`config.mk`:
```
export PLATFORM = sky130hd
export DESIGN_NAME = bit_quad_shape_features_top
export DESIGN_NICKNAME = d
export VERILOG_FILES = /design/src/hdl/bqsf_pkg.sv /design/src/hdl/bqsf_ram.sv /design/src/hdl/bqsf_front.sv /design/src/hdl/bqsf_queue.sv /design/src/hdl/bqsf_back.sv /design/src/hdl/bit_quad_shape_features_top.sv
export SDC_FILE = /design/constraint.sdc
export NUM_CORES = 2
export LEC_CHECK = 0
export BUFFER_PORTS_ARGS = -buffer_cell sky130_fd_sc_hd__buf_4
export CORE_MARGIN = 2
export CORE_UTILIZATION = 63
export CTS_CLUSTER_DIAMETER = 50
export CTS_CLUSTER_SIZE = 20
export DETAILED_ROUTE_END_ITERATION = 10
export PLACE_DENSITY = 0.8
export SKIP_LAST_GASP = 1
export SLEW_MARGIN = 10
export SYNTH_ARGS = -nofsm -noshare
export SYNTH_HDL_FRONTEND = slang
export SYNTH_SLANG_ARGS = --single-unit
```
`constraint.sdc`:
```
create_clock -name i_clk -period 17.05 [get_ports i_clk]
set_input_delay 5.115 -clock i_clk [delete_from_list [all_inputs] [get_ports i_clk]]
set_output_delay 5.115 -clock i_clk [all_outputs]
set_load 0.01 [all_outputs]
```
`src/hdl/bqsf_pkg.sv`:
```
`default_nettype none
package bqsf_pkg;

    // default geometry limits
    localparam int DEFAULT_MAX_WIDTH  = 1024;
    localparam int DEFAULT_MAX_HEIGHT = 1024;

    // queue between classifier and accumulator
    localparam int QUEUE_DEPTH = 4;

    // configuration port
    localparam int CFG_INDEX_W = 2;
    localparam int CFG_DATA_W  = 11;
    localparam logic [CFG_DATA_W-1:0] FRAME_DIM_RESET = 11'd1024;

    // result field widths
    localparam int COUNT_W     = 20;
    localparam int EULER_W     = 20;
    localparam int AREA_W      = 22;
    localparam int PERIMETER_W = 21;

    typedef enum logic [CFG_INDEX_W-1:0] {
        REG_FRAME_WIDTH  = 2'd0,
        REG_FRAME_HEIGHT = 2'd1
    } t_cfg_reg;

    // bit-quad classes, code doubles as counter index
    typedef enum logic [2:0] {
        QUAD_Q0   = 3'd0,
        QUAD_Q1   = 3'd1,
        QUAD_Q2   = 3'd2,
        QUAD_Q3   = 3'd3,
        QUAD_Q4   = 3'd4,
        QUAD_DIAG = 3'd5
    } t_quad;

    localparam int NUM_QUAD = 6;

    // word handed from the classifier to the accumulator
    typedef struct packed {
        logic  win;        // a window was formed at this pixel
        logic  frame_end;  // last pixel of the frame
        t_quad cls;
    } t_quad_word;

    // classify a 2x2 window given clockwise from the top-left
    function automatic t_quad classify(input logic tl, input logic tr,
                                       input logic br, input logic bl);
        logic [2:0] n;
        t_quad      c;
        n = {2'b00, tl} + {2'b00, tr} + {2'b00, br} + {2'b00, bl};
        case (n)
            3'd0: c = QUAD_Q0;
            3'd1: c = QUAD_Q1;
            3'd2: c = (tl == br) ? QUAD_DIAG : QUAD_Q2;
            3'd3: c = QUAD_Q3;
            default: c = QUAD_Q4;
        endcase
        return c;
    endfunction

endpackage
`default_nettype wire

```
`src/hdl/bqsf_ram.sv`:
```
`default_nettype none
module bqsf_ram #(
    parameter int WIDTH = 1,
    parameter int DEPTH = 1024
) (
    input  wire logic                     i_clk,
    input  wire logic                     i_we,
    input  wire logic [$clog2(DEPTH)-1:0] i_waddr,
    input  wire logic [WIDTH-1:0]         i_wdata,
    input  wire logic                     i_re,
    input  wire logic [$clog2(DEPTH)-1:0] i_raddr,
    output logic      [WIDTH-1:0]         o_rdata
);

    logic [WIDTH-1:0] r_mem [DEPTH];

    // read-first, registered read held when not enabled
    always_ff @(posedge i_clk) begin
        if (i_re) begin
            o_rdata <= r_mem[i_raddr];
        end
        if (i_we) begin
            r_mem[i_waddr] <= i_wdata;
        end
    end

endmodule
`default_nettype wire

```
`src/hdl/bqsf_front.sv`:
```
`default_nettype none
module bqsf_front #(
    parameter int MAX_WIDTH  = bqsf_pkg::DEFAULT_MAX_WIDTH,
    parameter int MAX_HEIGHT = bqsf_pkg::DEFAULT_MAX_HEIGHT
) (
    input  wire logic                             i_clk,
    input  wire logic                             i_rst_n,
    input  wire logic                             i_cfg_valid,
    input  wire logic [bqsf_pkg::CFG_INDEX_W-1:0] i_cfg_index,
    input  wire logic [bqsf_pkg::CFG_DATA_W-1:0]  i_cfg_data,
    input  wire logic                             i_in_valid,
    output logic                                  o_in_ready,
    input  wire logic                             i_pixel_object,
    output logic                                  o_word_valid,
    output bqsf_pkg::t_quad_word                  o_word,
    input  wire logic                             i_word_ready
);

    localparam int CXW = $clog2(MAX_WIDTH);
    localparam int RYW = $clog2(MAX_HEIGHT);
    localparam int WDW = ($clog2(MAX_WIDTH + 1) > bqsf_pkg::CFG_DATA_W)
                         ? $clog2(MAX_WIDTH + 1) : bqsf_pkg::CFG_DATA_W;
    localparam int HDW = ($clog2(MAX_HEIGHT + 1) > bqsf_pkg::CFG_DATA_W)
                         ? $clog2(MAX_HEIGHT + 1) : bqsf_pkg::CFG_DATA_W;

    logic [bqsf_pkg::CFG_DATA_W-1:0] r_frame_width, r_frame_height;
    logic [CXW-1:0] r_col, n_col;
    logic [RYW-1:0] r_row, n_row;
    logic [WDW-1:0] w_raw, w_eff, last_col;
    logic [HDW-1:0] h_raw, h_eff, last_row;
    logic           row_end, frame_end, win;
    logic           in_fire, push;
    logic           r_s1_valid, r_s1_pix, r_s1_win, r_s1_fend;
    logic           r_left, r_left_above;
    logic           above;

    // configuration registers
    always_ff @(posedge i_clk) begin
        if (!i_rst_n) begin
            r_frame_width  <= bqsf_pkg::FRAME_DIM_RESET;
            r_frame_height <= bqsf_pkg::FRAME_DIM_RESET;
        end else if (i_cfg_valid) begin
            if (i_cfg_index == bqsf_pkg::REG_FRAME_WIDTH) begin
                r_frame_width <= i_cfg_data;
            end else if (i_cfg_index == bqsf_pkg::REG_FRAME_HEIGHT) begin
                r_frame_height <= i_cfg_data;
            end
        end
    end

    // clamped geometry
    always_comb begin
        w_raw = WDW'(r_frame_width);
        h_raw = HDW'(r_frame_height);
        if (w_raw < WDW'(2)) begin
            w_eff = WDW'(2);
        end else if (w_raw > WDW'(MAX_WIDTH)) begin
            w_eff = WDW'(MAX_WIDTH);
        end else begin
            w_eff = w_raw;
        end
        if (h_raw < HDW'(2)) begin
            h_eff = HDW'(2);
        end else if (h_raw > HDW'(MAX_HEIGHT)) begin
            h_eff = HDW'(MAX_HEIGHT);
        end else begin
            h_eff = h_raw;
        end
        last_col = w_eff - WDW'(1);
        last_row = h_eff - HDW'(1);
    end

    // position of the incoming pixel
    always_comb begin
        row_end   = WDW'(r_col) >= last_col;
        frame_end = row_end && (HDW'(r_row) >= last_row);
        win       = (r_col != '0) && (r_row != '0);
        if (frame_end) begin
            n_col = '0;
            n_row = '0;
        end else if (row_end) begin
            n_col = '0;
            n_row = r_row + RYW'(1);
        end else begin
            n_col = r_col + CXW'(1);
            n_row = r_row;
        end
    end

    assign push       = r_s1_valid && i_word_ready;
    assign o_in_ready = !r_s1_valid || i_word_ready;
    assign in_fire    = i_in_valid && o_in_ready;

    always_ff @(posedge i_clk) begin
        if (!i_rst_n) begin
            r_col <= '0;
            r_row <= '0;
        end else if (in_fire) begin
            r_col <= n_col;
            r_row <= n_row;
        end
    end

    // line store of the previous row
    bqsf_ram #(
        .WIDTH (1),
        .DEPTH (MAX_WIDTH)
    ) u_line (
        .i_clk   (i_clk),
        .i_we    (in_fire),
        .i_waddr (r_col),
        .i_wdata (i_pixel_object),
        .i_re    (in_fire),
        .i_raddr (r_col),
        .o_rdata (above)
    );

    // classify stage
    always_ff @(posedge i_clk) begin
        if (!i_rst_n) begin
            r_s1_valid <= 1'b0;
        end else if (in_fire) begin
            r_s1_valid <= 1'b1;
        end else if (push) begin
            r_s1_valid <= 1'b0;
        end
    end

    always_ff @(posedge i_clk) begin
        if (in_fire) begin
            r_s1_pix  <= i_pixel_object;
            r_s1_win  <= win;
            r_s1_fend <= frame_end;
        end
    end

    // left neighbors, cleared at frame end
    always_ff @(posedge i_clk) begin
        if (!i_rst_n) begin
            r_left       <= 1'b0;
            r_left_above <= 1'b0;
        end else if (push) begin
            r_left       <= r_s1_fend ? 1'b0 : r_s1_pix;
            r_left_above <= r_s1_fend ? 1'b0 : above;
        end
    end

    assign o_word_valid     = r_s1_valid;
    assign o_word.win       = r_s1_win;
    assign o_word.frame_end = r_s1_fend;
    assign o_word.cls       = bqsf_pkg::classify(r_left_above, above, r_s1_pix, r_left);

endmodule
`default_nettype wire

```
`src/hdl/bqsf_queue.sv`:
```
`default_nettype none
module bqsf_queue #(
    parameter int DEPTH = bqsf_pkg::QUEUE_DEPTH
) (
    input  wire logic                 i_clk,
    input  wire logic                 i_rst_n,
    input  wire logic                 i_push_valid,
    output logic                      o_push_ready,
    input  wire bqsf_pkg::t_quad_word i_push_word,
    output logic                      o_pop_valid,
    input  wire logic                 i_pop_ready,
    output bqsf_pkg::t_quad_word      o_pop_word
);

    localparam int PW = $clog2(DEPTH);
    localparam int CW = $clog2(DEPTH + 1);

    bqsf_pkg::t_quad_word r_slot [DEPTH];
    logic [PW-1:0] r_wr_ptr, r_rd_ptr;
    logic [CW-1:0] r_count;
    logic          do_push, do_pop;

    assign o_push_ready = r_count != CW'(DEPTH);
    assign o_pop_valid  = r_count != '0;
    assign do_push      = i_push_valid && o_push_ready;
    assign do_pop       = o_pop_valid && i_pop_ready;
    assign o_pop_word   = r_slot[r_rd_ptr];

    // pointers and fill level
    always_ff @(posedge i_clk) begin
        if (!i_rst_n) begin
            r_wr_ptr <= '0;
            r_rd_ptr <= '0;
            r_count  <= '0;
        end else begin
            if (do_push) begin
                r_wr_ptr <= (r_wr_ptr == PW'(DEPTH - 1)) ? '0 : r_wr_ptr + PW'(1);
            end
            if (do_pop) begin
                r_rd_ptr <= (r_rd_ptr == PW'(DEPTH - 1)) ? '0 : r_rd_ptr + PW'(1);
            end
            if (do_push && !do_pop) begin
                r_count <= r_count + CW'(1);
            end else if (do_pop && !do_push) begin
                r_count <= r_count - CW'(1);
            end
        end
    end

    // storage
    always_ff @(posedge i_clk) begin
        if (do_push) begin
            r_slot[r_wr_ptr] <= i_push_word;
        end
    end

endmodule
`default_nettype wire

```
`src/hdl/bqsf_back.sv`:
```
`default_nettype none
module bqsf_back #(
    parameter int MAX_WIDTH  = bqsf_pkg::DEFAULT_MAX_WIDTH,
    parameter int MAX_HEIGHT = bqsf_pkg::DEFAULT_MAX_HEIGHT
) (
    input  wire logic                                    i_clk,
    input  wire logic                                    i_rst_n,
    input  wire logic                                    i_word_valid,
    output logic                                         o_word_ready,
    input  wire bqsf_pkg::t_quad_word                    i_word,
    output logic                                         o_out_valid,
    input  wire logic                                    i_out_ready,
    output logic        [bqsf_pkg::COUNT_W-1:0]          o_count_q0,
    output logic        [bqsf_pkg::COUNT_W-1:0]          o_count_q1,
    output logic        [bqsf_pkg::COUNT_W-1:0]          o_count_q2,
    output logic        [bqsf_pkg::COUNT_W-1:0]          o_count_q3,
    output logic        [bqsf_pkg::COUNT_W-1:0]          o_count_q4,
    output logic        [bqsf_pkg::COUNT_W-1:0]          o_count_diagonal,
    output logic signed [bqsf_pkg::EULER_W-1:0]          o_euler_number,
    output logic        [bqsf_pkg::AREA_W-1:0]           o_area_sum,
    output logic        [bqsf_pkg::PERIMETER_W-1:0]      o_perimeter_sum
);

    localparam int CW = $clog2((MAX_WIDTH - 1) * (MAX_HEIGHT - 1) + 1);
    localparam int SW = CW + 3;

    logic [CW-1:0] r_cnt  [bqsf_pkg::NUM_QUAD];
    logic [CW-1:0] n_cnt  [bqsf_pkg::NUM_QUAD];
    logic [CW-1:0] r_snap [bqsf_pkg::NUM_QUAD];
    logic          r_snap_valid, snap_adv, do_pop;
    logic [SW-1:0] e0, e1, e2, e3, e4, ed;
    logic signed [SW:0] s_diff, s_adj, s_quot;
    logic [SW-1:0] area, perim;

    assign snap_adv     = r_snap_valid && (!o_out_valid || i_out_ready);
    assign o_word_ready = !i_word.frame_end || !r_snap_valid || snap_adv;
    assign do_pop       = i_word_valid && o_word_ready;

    // counts including the popped window
    always_comb begin
        for (int k = 0; k < bqsf_pkg::NUM_QUAD; k++) begin
            if (i_word.win && (i_word.cls == bqsf_pkg::t_quad'(k))) begin
                n_cnt[k] = r_cnt[k] + CW'(1);
            end else begin
                n_cnt[k] = r_cnt[k];
            end
        end
    end

    // class counters, cleared at frame end
    always_ff @(posedge i_clk) begin
        if (!i_rst_n) begin
            for (int k = 0; k < bqsf_pkg::NUM_QUAD; k++) begin
                r_cnt[k] <= '0;
            end
        end else if (do_pop) begin
            for (int k = 0; k < bqsf_pkg::NUM_QUAD; k++) begin
                r_cnt[k] <= i_word.frame_end ? '0 : n_cnt[k];
            end
        end
    end

    // frame snapshot
    always_ff @(posedge i_clk) begin
        if (!i_rst_n) begin
            r_snap_valid <= 1'b0;
        end else if (do_pop && i_word.frame_end) begin
            r_snap_valid <= 1'b1;
        end else if (snap_adv) begin
            r_snap_valid <= 1'b0;
        end
    end

    always_ff @(posedge i_clk) begin
        if (do_pop && i_word.frame_end) begin
            for (int k = 0; k < bqsf_pkg::NUM_QUAD; k++) begin
                r_snap[k] <= n_cnt[k];
            end
        end
    end

    // derived measures
    always_comb begin
        e0     = SW'(r_snap[bqsf_pkg::QUAD_Q0]);
        e1     = SW'(r_snap[bqsf_pkg::QUAD_Q1]);
        e2     = SW'(r_snap[bqsf_pkg::QUAD_Q2]);
        e3     = SW'(r_snap[bqsf_pkg::QUAD_Q3]);
        e4     = SW'(r_snap[bqsf_pkg::QUAD_Q4]);
        ed     = SW'(r_snap[bqsf_pkg::QUAD_DIAG]);
        s_diff = $signed({1'b0, e1}) - $signed({1'b0, e3}) - $signed({1'b0, ed << 1});
        // bias negatives so the shift truncates toward zero
        s_adj  = s_diff + $signed({{(SW - 1){1'b0}}, s_diff[SW], s_diff[SW]});
        s_quot = s_adj >>> 2;
        area   = e1 + (e2 << 1) + e3 + (e3 << 1) + (e4 << 2) + (ed << 1);
        perim  = e1 + e2 + e3 + (ed << 1);
    end

    // output register
    always_ff @(posedge i_clk) begin
        if (!i_rst_n) begin
            o_out_valid <= 1'b0;
        end else if (snap_adv) begin
            o_out_valid <= 1'b1;
        end else if (i_out_ready) begin
            o_out_valid <= 1'b0;
        end
    end

    always_ff @(posedge i_clk) begin
        if (snap_adv) begin
            o_count_q0       <= bqsf_pkg::COUNT_W'(e0);
            o_count_q1       <= bqsf_pkg::COUNT_W'(e1);
            o_count_q2       <= bqsf_pkg::COUNT_W'(e2);
            o_count_q3       <= bqsf_pkg::COUNT_W'(e3);
            o_count_q4       <= bqsf_pkg::COUNT_W'(e4);
            o_count_diagonal <= bqsf_pkg::COUNT_W'(ed);
            o_euler_number   <= bqsf_pkg::EULER_W'(s_quot);
            o_area_sum       <= bqsf_pkg::AREA_W'(area);
            o_perimeter_sum  <= bqsf_pkg::PERIMETER_W'(perim);
        end
    end

endmodule
`default_nettype wire

```
`src/hdl/bit_quad_shape_features_top.sv`:
```
`default_nettype none
// Streaming Gray bit-quad shape measures. Pixels of a binary image enter in
// raster order, one per clock, with no gaps needed and no stall from the block
// while results are taken; the line store (one read and one write per pixel, at
// the same column) and the one-window-per-pixel classifier set that rate of one
// pixel per cycle. Every 2x2 window whose bottom-right pixel arrives is classified
// (Q0..Q4 and the diagonal class) and counted; with the frame's last pixel one
// result word carries the six counts, the Euler number (q1-q3-2qd)/4 truncated
// toward zero, the area sum and the perimeter sum, valid after the classify stage,
// queue, snapshot and output register; the counters restart. A result that is not
// taken holds the output register and the next frame's result waits in a snapshot
// behind it; a third frame's last word stalls the accumulator, and the input stalls
// once the queue fills, until the oldest word leaves. Geometry registers (index 0
// width, 1 height) are clamped to 2..MAX; write them only while no pixel is in
// flight, which the block does not enforce; a mid-frame change keeps the position.
module bit_quad_shape_features_top #(
    parameter int MAX_WIDTH  = bqsf_pkg::DEFAULT_MAX_WIDTH,
    parameter int MAX_HEIGHT = bqsf_pkg::DEFAULT_MAX_HEIGHT
) (
    input  wire logic                                i_clk,
    input  wire logic                                i_rst_n,
    input  wire logic                                i_cfg_valid,
    output logic                                     o_cfg_ready,
    input  wire logic [bqsf_pkg::CFG_INDEX_W-1:0]    i_cfg_index,
    input  wire logic [bqsf_pkg::CFG_DATA_W-1:0]     i_cfg_data,
    input  wire logic                                i_in_valid,
    output logic                                     o_in_ready,
    input  wire logic                                i_pixel_object,
    output logic                                     o_out_valid,
    input  wire logic                                i_out_ready,
    output logic        [bqsf_pkg::COUNT_W-1:0]      o_count_q0,
    output logic        [bqsf_pkg::COUNT_W-1:0]      o_count_q1,
    output logic        [bqsf_pkg::COUNT_W-1:0]      o_count_q2,
    output logic        [bqsf_pkg::COUNT_W-1:0]      o_count_q3,
    output logic        [bqsf_pkg::COUNT_W-1:0]      o_count_q4,
    output logic        [bqsf_pkg::COUNT_W-1:0]      o_count_diagonal,
    output logic signed [bqsf_pkg::EULER_W-1:0]      o_euler_number,
    output logic        [bqsf_pkg::AREA_W-1:0]       o_area_sum,
    output logic        [bqsf_pkg::PERIMETER_W-1:0]  o_perimeter_sum
);

    logic                 front_valid, front_ready;
    bqsf_pkg::t_quad_word front_word;
    logic                 back_valid, back_ready;
    bqsf_pkg::t_quad_word back_word;

    // configuration writes are always taken
    assign o_cfg_ready = 1'b1;

    // position tracking, line store and classification
    bqsf_front #(
        .MAX_WIDTH  (MAX_WIDTH),
        .MAX_HEIGHT (MAX_HEIGHT)
    ) u_front (
        .i_clk          (i_clk),
        .i_rst_n        (i_rst_n),
        .i_cfg_valid    (i_cfg_valid),
        .i_cfg_index    (i_cfg_index),
        .i_cfg_data     (i_cfg_data),
        .i_in_valid     (i_in_valid),
        .o_in_ready     (o_in_ready),
        .i_pixel_object (i_pixel_object),
        .o_word_valid   (front_valid),
        .o_word         (front_word),
        .i_word_ready   (front_ready)
    );

    // decoupling queue
    bqsf_queue #(
        .DEPTH (bqsf_pkg::QUEUE_DEPTH)
    ) u_queue (
        .i_clk        (i_clk),
        .i_rst_n      (i_rst_n),
        .i_push_valid (front_valid),
        .o_push_ready (front_ready),
        .i_push_word  (front_word),
        .o_pop_valid  (back_valid),
        .i_pop_ready  (back_ready),
        .o_pop_word   (back_word)
    );

    // accumulation and result formation
    bqsf_back #(
        .MAX_WIDTH  (MAX_WIDTH),
        .MAX_HEIGHT (MAX_HEIGHT)
    ) u_back (
        .i_clk            (i_clk),
        .i_rst_n          (i_rst_n),
        .i_word_valid     (back_valid),
        .o_word_ready     (back_ready),
        .i_word           (back_word),
        .o_out_valid      (o_out_valid),
        .i_out_ready      (i_out_ready),
        .o_count_q0       (o_count_q0),
        .o_count_q1       (o_count_q1),
        .o_count_q2       (o_count_q2),
        .o_count_q3       (o_count_q3),
        .o_count_q4       (o_count_q4),
        .o_count_diagonal (o_count_diagonal),
        .o_euler_number   (o_euler_number),
        .o_area_sum       (o_area_sum),
        .o_perimeter_sum  (o_perimeter_sum)
    );

endmodule
`default_nettype wire

```
* Word level (Yosys, flattened, before mapping)
Memory sizes are Yosys's and may differ from the RTL's. A register that Yosys moved wholly into a read port is not among the register bits.
Index checks and enable logic that the tools add are counted.
** Word-level totals
- Bits of input ports :: 19
- Logic and storage cells :: 172
- Register bits :: 220
- Output and inout bits :: 186
- Bits in writable memories :: 1284
- Memories kept :: 4
** Memories
- u_front.u_line.r_mem :: depth 1024, width 1, read ports 1, clocked after Yosys merged registers in 1, wr ports 1, line bqsf_ram.sv:15 : logic [WIDTH-1:0] r_mem [DEPTH];
- u_back.r_cnt :: depth 6, width 20, read ports 6, clocked after Yosys merged registers in 0, wr ports 6, line bqsf_back.sv:27 : logic [CW-1:0] r_cnt [bqsf_pkg::NUM_QUAD];
- u_back.r_snap :: depth 6, width 20, read ports 6, clocked after Yosys merged registers in 1, wr ports 6, line bqsf_back.sv:29 : logic [CW-1:0] r_snap [bqsf_pkg::NUM_QUAD];
- u_queue.r_slot :: depth 4, width 5, read ports 1, clocked after Yosys merged registers in 1, wr ports 1, line bqsf_queue.sv:18 : bqsf_pkg::t_quad_word r_slot [DEPTH];
** Cells by class
- Multiplexer cells :: 52
- Eq/ne operators :: 13
- Reduce and logical (&&, ||, !) cells :: 39
- Order comparisons :: 6
- $add $sub $neg :: 28
- Bitwise operators :: 7
** Operator list (number)
- two-way mux 20 bit :: 18
- adder 20 x 1 -> 20 bit, second input constant :: 6
- adder 22 x 21 -> 22 bit :: 2
- two-way mux 11 bit :: 4
- two-way mux 10 bit :: 4
- subtractor 21 x 22 -> 23 bit :: 1
- adder 20 x 21 -> 22 bit :: 1
- adder 22 x 20 -> 22 bit :: 1
- adder 22 bit :: 1
- adder 22 x 3 -> 22 bit :: 1
- greater-or-equal comparator 10 x 11 -> 1 bit :: 2
- > comparator 11 bit, second input constant :: 2
- less-than comparator 11 x 2 -> 1 bit, second input constant :: 2
- subtractor 11 x 1 -> 11 bit, second input constant :: 2
- adder 20 x 20 -> 21 bit :: 1
- adder 21 x 20 -> 21 bit :: 1
- adder 21 bit :: 1
- subtractor 20 x 20 -> 21 bit :: 1
- adder 10 x 1 -> 10 bit, second input constant :: 2
- nonzero test 10 bit :: 2
- two-way mux 1 bit :: 18
- logical AND 1 bit :: 15
- equality test 3 x 2 -> 1 bit, second input constant :: 4
- one-hot mux 3 bit (4 select lines) :: 1
- other kinds (23) :: 52

* Depth between registers and ports, before layout
- Word-level depth :: 9
- Mapped depth :: 30
- Gate-level depth less buffers :: 28

* Modules after synthesis
From an unflattened synthesis, not the netlist that was laid out.
** Second synthesis, totals
- Cells, all modules :: 5185
- Area, all modules :: 71335.9 sq um
** Modules (own cells, without submodules)
- bqsf_ram :: sequential area each 30779.5 sq um, area each 44666.6 sq um, cells an instance 3112, times used 1
- bqsf_back :: sequential area each 12742.2 sq um, area each 22341.4 sq um, cells an instance 1630, times used 1
- bqsf_front :: sequential area each 991.0 sq um, area each 3113.0 sq um, cells an instance 364, times used 1
- bqsf_queue :: sequential area each 780.7 sq um, area each 1203.7 sq um, cells an instance 77, times used 1
- bit_quad_shape_features_top :: sequential area each 0.0 sq um, area each 11.3 sq um, cells an instance 2, times used 1

* Worst setup path after synthesis
OpenSTA, ideal clock, no wires.
- Path kind :: input to register
- From :: input i_out_ready
- To :: register u_back.o_area_sum[0] in the netlist's numbering (enable)
- Slack :: 3026 ps
- Path buffers :: 0
- Arrival :: 13273 ps
- Stages on the path :: 2
- Data required time :: 16299 ps
- Library setup time :: 751 ps
- Path through :: nor2b_1 nor2b_1
** Between the ends
- Longest elaborated chain between the ends :: 2
** RTL lines
- from (decl) :: line bit_quad_shape_features_top.sv:30 : input wire logic i_out_ready,
- logical OR 1 bit :: line bqsf_back.sv:35 : assign snap_adv = r_snap_valid && (!o_out_valid || i_out_ready);
- logical AND 1 bit :: line bqsf_back.sv:35
- via u_back.snap_adv :: line bqsf_back.sv:30 : logic r_snap_valid, snap_adv, do_pop;
- to (signal assigned) :: line bqsf_back.sv:118 : o_area_sum <= bqsf_pkg::AREA_W'(area);
- to (decl) :: line bqsf_back.sv:20 : output logic [bqsf_pkg::AREA_W-1:0] o_area_sum,
The timed path passes the listed nets, and every way through them passes these cells.
A chain may end at the register's enable or synchronous reset.

* Final worst setup path
- From :: input i_pixel_object
- To :: memory u_front.u_line.r_mem[787] (data pin)
** RTL lines
- from (decl) :: line bit_quad_shape_features_top.sv:28 : input wire logic i_pixel_object,
- to (decl) :: line bqsf_ram.sv:15
No word-level cell before the write port.

==> reports/results.env <==
R2R_SETUP_SLACK_NS=10.03
GATE_COUNT_OF_THE_MAPPED_NETLIST=5014
GR_LAYER_USAGE_MET3=0.0487
N_ANTENNA_CELL=0
VDD.IR_DROP.WORST_uV=308
DIE-HEIGHT_UM=338
FP.DIEAREA_SQ_UM=114000
NUM-FILL-CELLS=7176
DRT_FIRST_PASS_ITERS=6
TIMING.CRITICAL_PATH.FROM_TYPE='primary input'
GRT_FIRST_PASS_WIRELENGTH_MM=244
POST-ROUTE-MIN-PERIOD_NS=7.71
SYNTH.TOP_CELL.AREA_SHARE=0.629
TIMING.FINAL.HOLD_VIOLATIONS=0
INITIAL_ANTENNA_VIOLATION_COUNT=1
PLACED_AREA_SQ_UM=72800
GRT.OVERFLOW.TOTAL=0
GLOBAL_ROUTING_S_BUSIEST_LAYER='met2'
FINALWEIGHTEDCONGESTION=0.872
REMAINING_DRC_ERRORS=0
DRV_SLEW=0
VIASPERCELL=6.30
CTS_POST_SETUP_BUFFERS_INSERTED=0
WIRELENGTH_MM=162
TIMING_WORST_SLEW_PIN_VALUE_NS=1.32
CLK_PATH_BUF_DEPTH=3
R2R.WORST_PATH.CELLS=28
CRITICAL_PATH_CLASS='primary input to register'
NUMBER_OF_ENABLE_FLIP_FLOP_CELLS_AFTER_SYNTHESIS=1471
H_TREE_LVL_COUNT=3
VIAS_IN_THE_FIRST_GLOBAL_ROUTE=41300
YS_DOMINANT_REG_CELL='edfxtp_1'
GRTUSAGETOTAL=0.286
FIRST_ITER_VIOLATIONS=4909
CTSRESIZECOUNT=0
GRT.MET2_USAGE=0.482
MAX_TRANSITION_MARGIN=0.114
ROUTED-VIA-COUNT=41900
GRTUSAGEMET1=0.376
POWER.DENSITY_nW_PER_UM2=210
RUN_STATUS='finished clean'
FP.DIEW_UM=338
LAYOUT.NETS=5315
CORE_AREA_SQ_UM=111000
SYNTH_SEQ_CELLS=1527
CRITICAL_PATH_ARRIVAL_NS=8.06
YOSYSWARNINGCOUNT=0
TRITONCTS='done'
SEQ_AREA_FRAC_SYNTH=0.645
GRT_START_MAX_NET_PINS=301
CLOCK_LATENCY_NS=0.74
TIMING.CLOCK.SKEW_NS=0.0393
ROW_COUNT=122
IOS=205
CTS_ROOT_BUFFER='clkbuf_16'
SYNTH_CELL_TYPES=89
HOLD_DEPTH=0
FINAL_LAYOUT_SIZE_SUFFIX_GT1_FRAC=0.155
PATH_CLK_SLEW_NS=0.08
SYNTHESIS.AREA_PER_INSTANCE_SQ_UM=14.0
SEQCELLAREA_SQ_UM=45300
DETAILEDPLACEMENTHPWL_MM=96.5
CLKSINKCOUNT=1527
NETLIST_AREA_SQ_UM=70200
FINISH.UTILIZATION=0.697
PORTBUFS=203
HOLDBUFCOUNTCTS=0
P_TOTAL_uW=16200
RSZ_0062_RAISED_AFTER_GLOBAL_ROUTING='false'
ANTENNA_VIOLATING_NETS_POST_ROUTE=0
CRIT_FANOUT=230
SYNTHTOPCELLSBYAREA='edfxtp_1, mux4_2, nor2_1'
MAX_FREQ_MHz=130
FINALCRITPERIODSHARE=0.452
LEAKAGE_POWER_FIGURE_uW=0.0253
STARTING_DENSITY_OF_THE_CORE=0.635
WORSTSETUPENDPOINTTYPE='register'
SYNTHESIS.NETS=5277
FINISH.INSTANCE_AREA_SQ_UM=77000
NUMCTSBUFFERS=115
SETUP_VIOLATIONS=0
SYN2LAYOUT_AREA_GROWTH_PCT=9.77
TOTALNEGATIVESETUPSLACK_NS=0
TIMING.HOLD.WORST.CLASS='register to register'
WL_PER_CELL_UM=24.4
MULTI_INPUT_AREA_SQ_UM=22900
ASYNC_RESET_FF_FRAC=0
CRITPATHREQUIREDTIME_NS=17.40
SYNTH.LARGEST_AREA_CELL='edfxtp_1'
MAXCAPVIOLCOUNT=0
==> per-stage QoR <==
step	hold slack (ns)	std cells	setup WS, ns
after global routing	0.405	6641	9.16
after detailed placement	0.405	6423	8.76
final	0.395	6641	9.34
after CTS	0.399	6641	9.51
after floorplan	0.400	5014	3.03
after global placement	0.403	6423	8.88
==> layout make-up <==
class / count / share of cell area
repair buffers: 252 / 0.0251
clock inverters: 91 / 0.0157
clock buffers: 127 / 0.0392
multi-input cells: 2932 / 0.297
well taps: 1488 / 0.0242
inverters: 224 / 0.0109
flip-flops and latches: 1527 / 0.588
==> cells in the final DEF, fill, tap and decap left out, types with 8 or more instances in the layout <==
cell type,instances
and2_1,17
nand3_1,57
nand2_1,144
nor2_1,1167
ha_1,122
nor3_1,36
a211oi_1,18
a21o_1,25
nor2b_1,135
edfxtp_1,1471
xor2_1,76
a22o_1,20
buf_4,248
dfxtp_1,53
bufinv_16,18
inv_6,13
clkbuf_16,119
or3_1,15
and3_1,31
nand4_1,52
clkinvlp_4,10
o21ai_0,45
inv_8,8
nand2_2,33
fa_1,122
clkinv_2,13
a21oi_1,72
xnor2_1,147
a221oi_1,19
inv_1,222
a22oi_1,90
o21a_1,11
nand2b_1,22
mux2i_1,24
mux4_2,261
o211ai_1,14
clkinv_1,11
==> logic make-up (layout without fill, tap and decap cells) <==
logic type / Yosys count / in the layout / synth area share
adders and majority gates: 244 / 244 / 0.0565
xor gates and xnor gates: 224 / 224 / 0.0281
muxes: 289 / 289 / 0.0878
AOI/OAI and AO/OA: 385 / 385 / 0.0387
and+or+nand+nor: 1789 / 1789 / 0.113
buffers and inverters: 555 / 694 / 0.0307
other: 1 / 1 / 0.0000534
DFF: 1527 / 1527 / 0.645
==> cells in the mapped netlist, drive strengths merged (9+ instances only) <==
cell	instances
a21o	25
a22oi	90
dfxtp	56
clkbuf	277
ha	122
nor3b	9
and3	32
inv	222
a221oi	19
or2	12
nor4	11
xor2	76
nand2	179
nor2	1170
nand3	59
fa	122
or3	16
nand2b	22
nor3	38
xnor2	148
nand4	55
o21ai	50
o21a	11
and2	19
buf	54
a22o	20
mux2i	24
a211oi	18
a21oi	72
nor2b	136
edfxtp	1471
mux4	261
o211ai	14
==> path summary, 6_finish.rpt <==
kind / from / end
worst max-delay path: i_pixel_object / u_front.u_line.r_mem[787]
worst max register to register: u_back.r_snap[3][1] / u_back.o_euler_number[19]
worst min-delay path: u_back.r_snap[0][12] / u_back.o_count_q0[12]
worst min register to register: u_back.r_snap[0][12] / u_back.o_count_q0[12]
==> sequential cells by signal, indices dropped and copies added (netlist names), 10 cells and up, named ones only <==
register,flops
u_front.u_line.r_mem,1024
u_back.o_count_diagonal,20
u_back.o_count_q0,20
u_front.r_col,10
u_back.o_count_q3,20
u_queue.r_slot,20
u_back.o_perimeter_sum,21
u_front.r_frame_width,11
u_back.o_count_q1,20
u_back.o_area_sum,22
u_back.o_euler_number,20
u_back.r_cnt,120
u_front.r_row,10
u_back.o_count_q4,20
u_back.r_snap,120
u_back.o_count_q2,20
u_front.h_raw,11
==> critical path, cell delays in order <==
cell	delay (ns)
buf_8	0.74
buf_4	0.90
buf_4	1.01
==> routing by layer <==
layer | wire length [um] | share of wire
met5 | 12 | 0.000074
met4 | 6240 | 0.038
met3 | 16400 | 0.10
met2 | 80700 | 0.50
met1 | 58700 | 0.36
==> power breakdown <==
| group | switching (uW) | leakage, uW | total, uW | internal, uW |
|---|---|---|---|---|
| Combinational | 4400 | 0.00919 | 7590 | 3190 |
| Sequential | 433 | 0.0141 | 5590 | 5150 |
| Clock | 1390 | 0.00204 | 2990 | 1600 |
No activity file was read; power rests on OpenSTA's default activity.
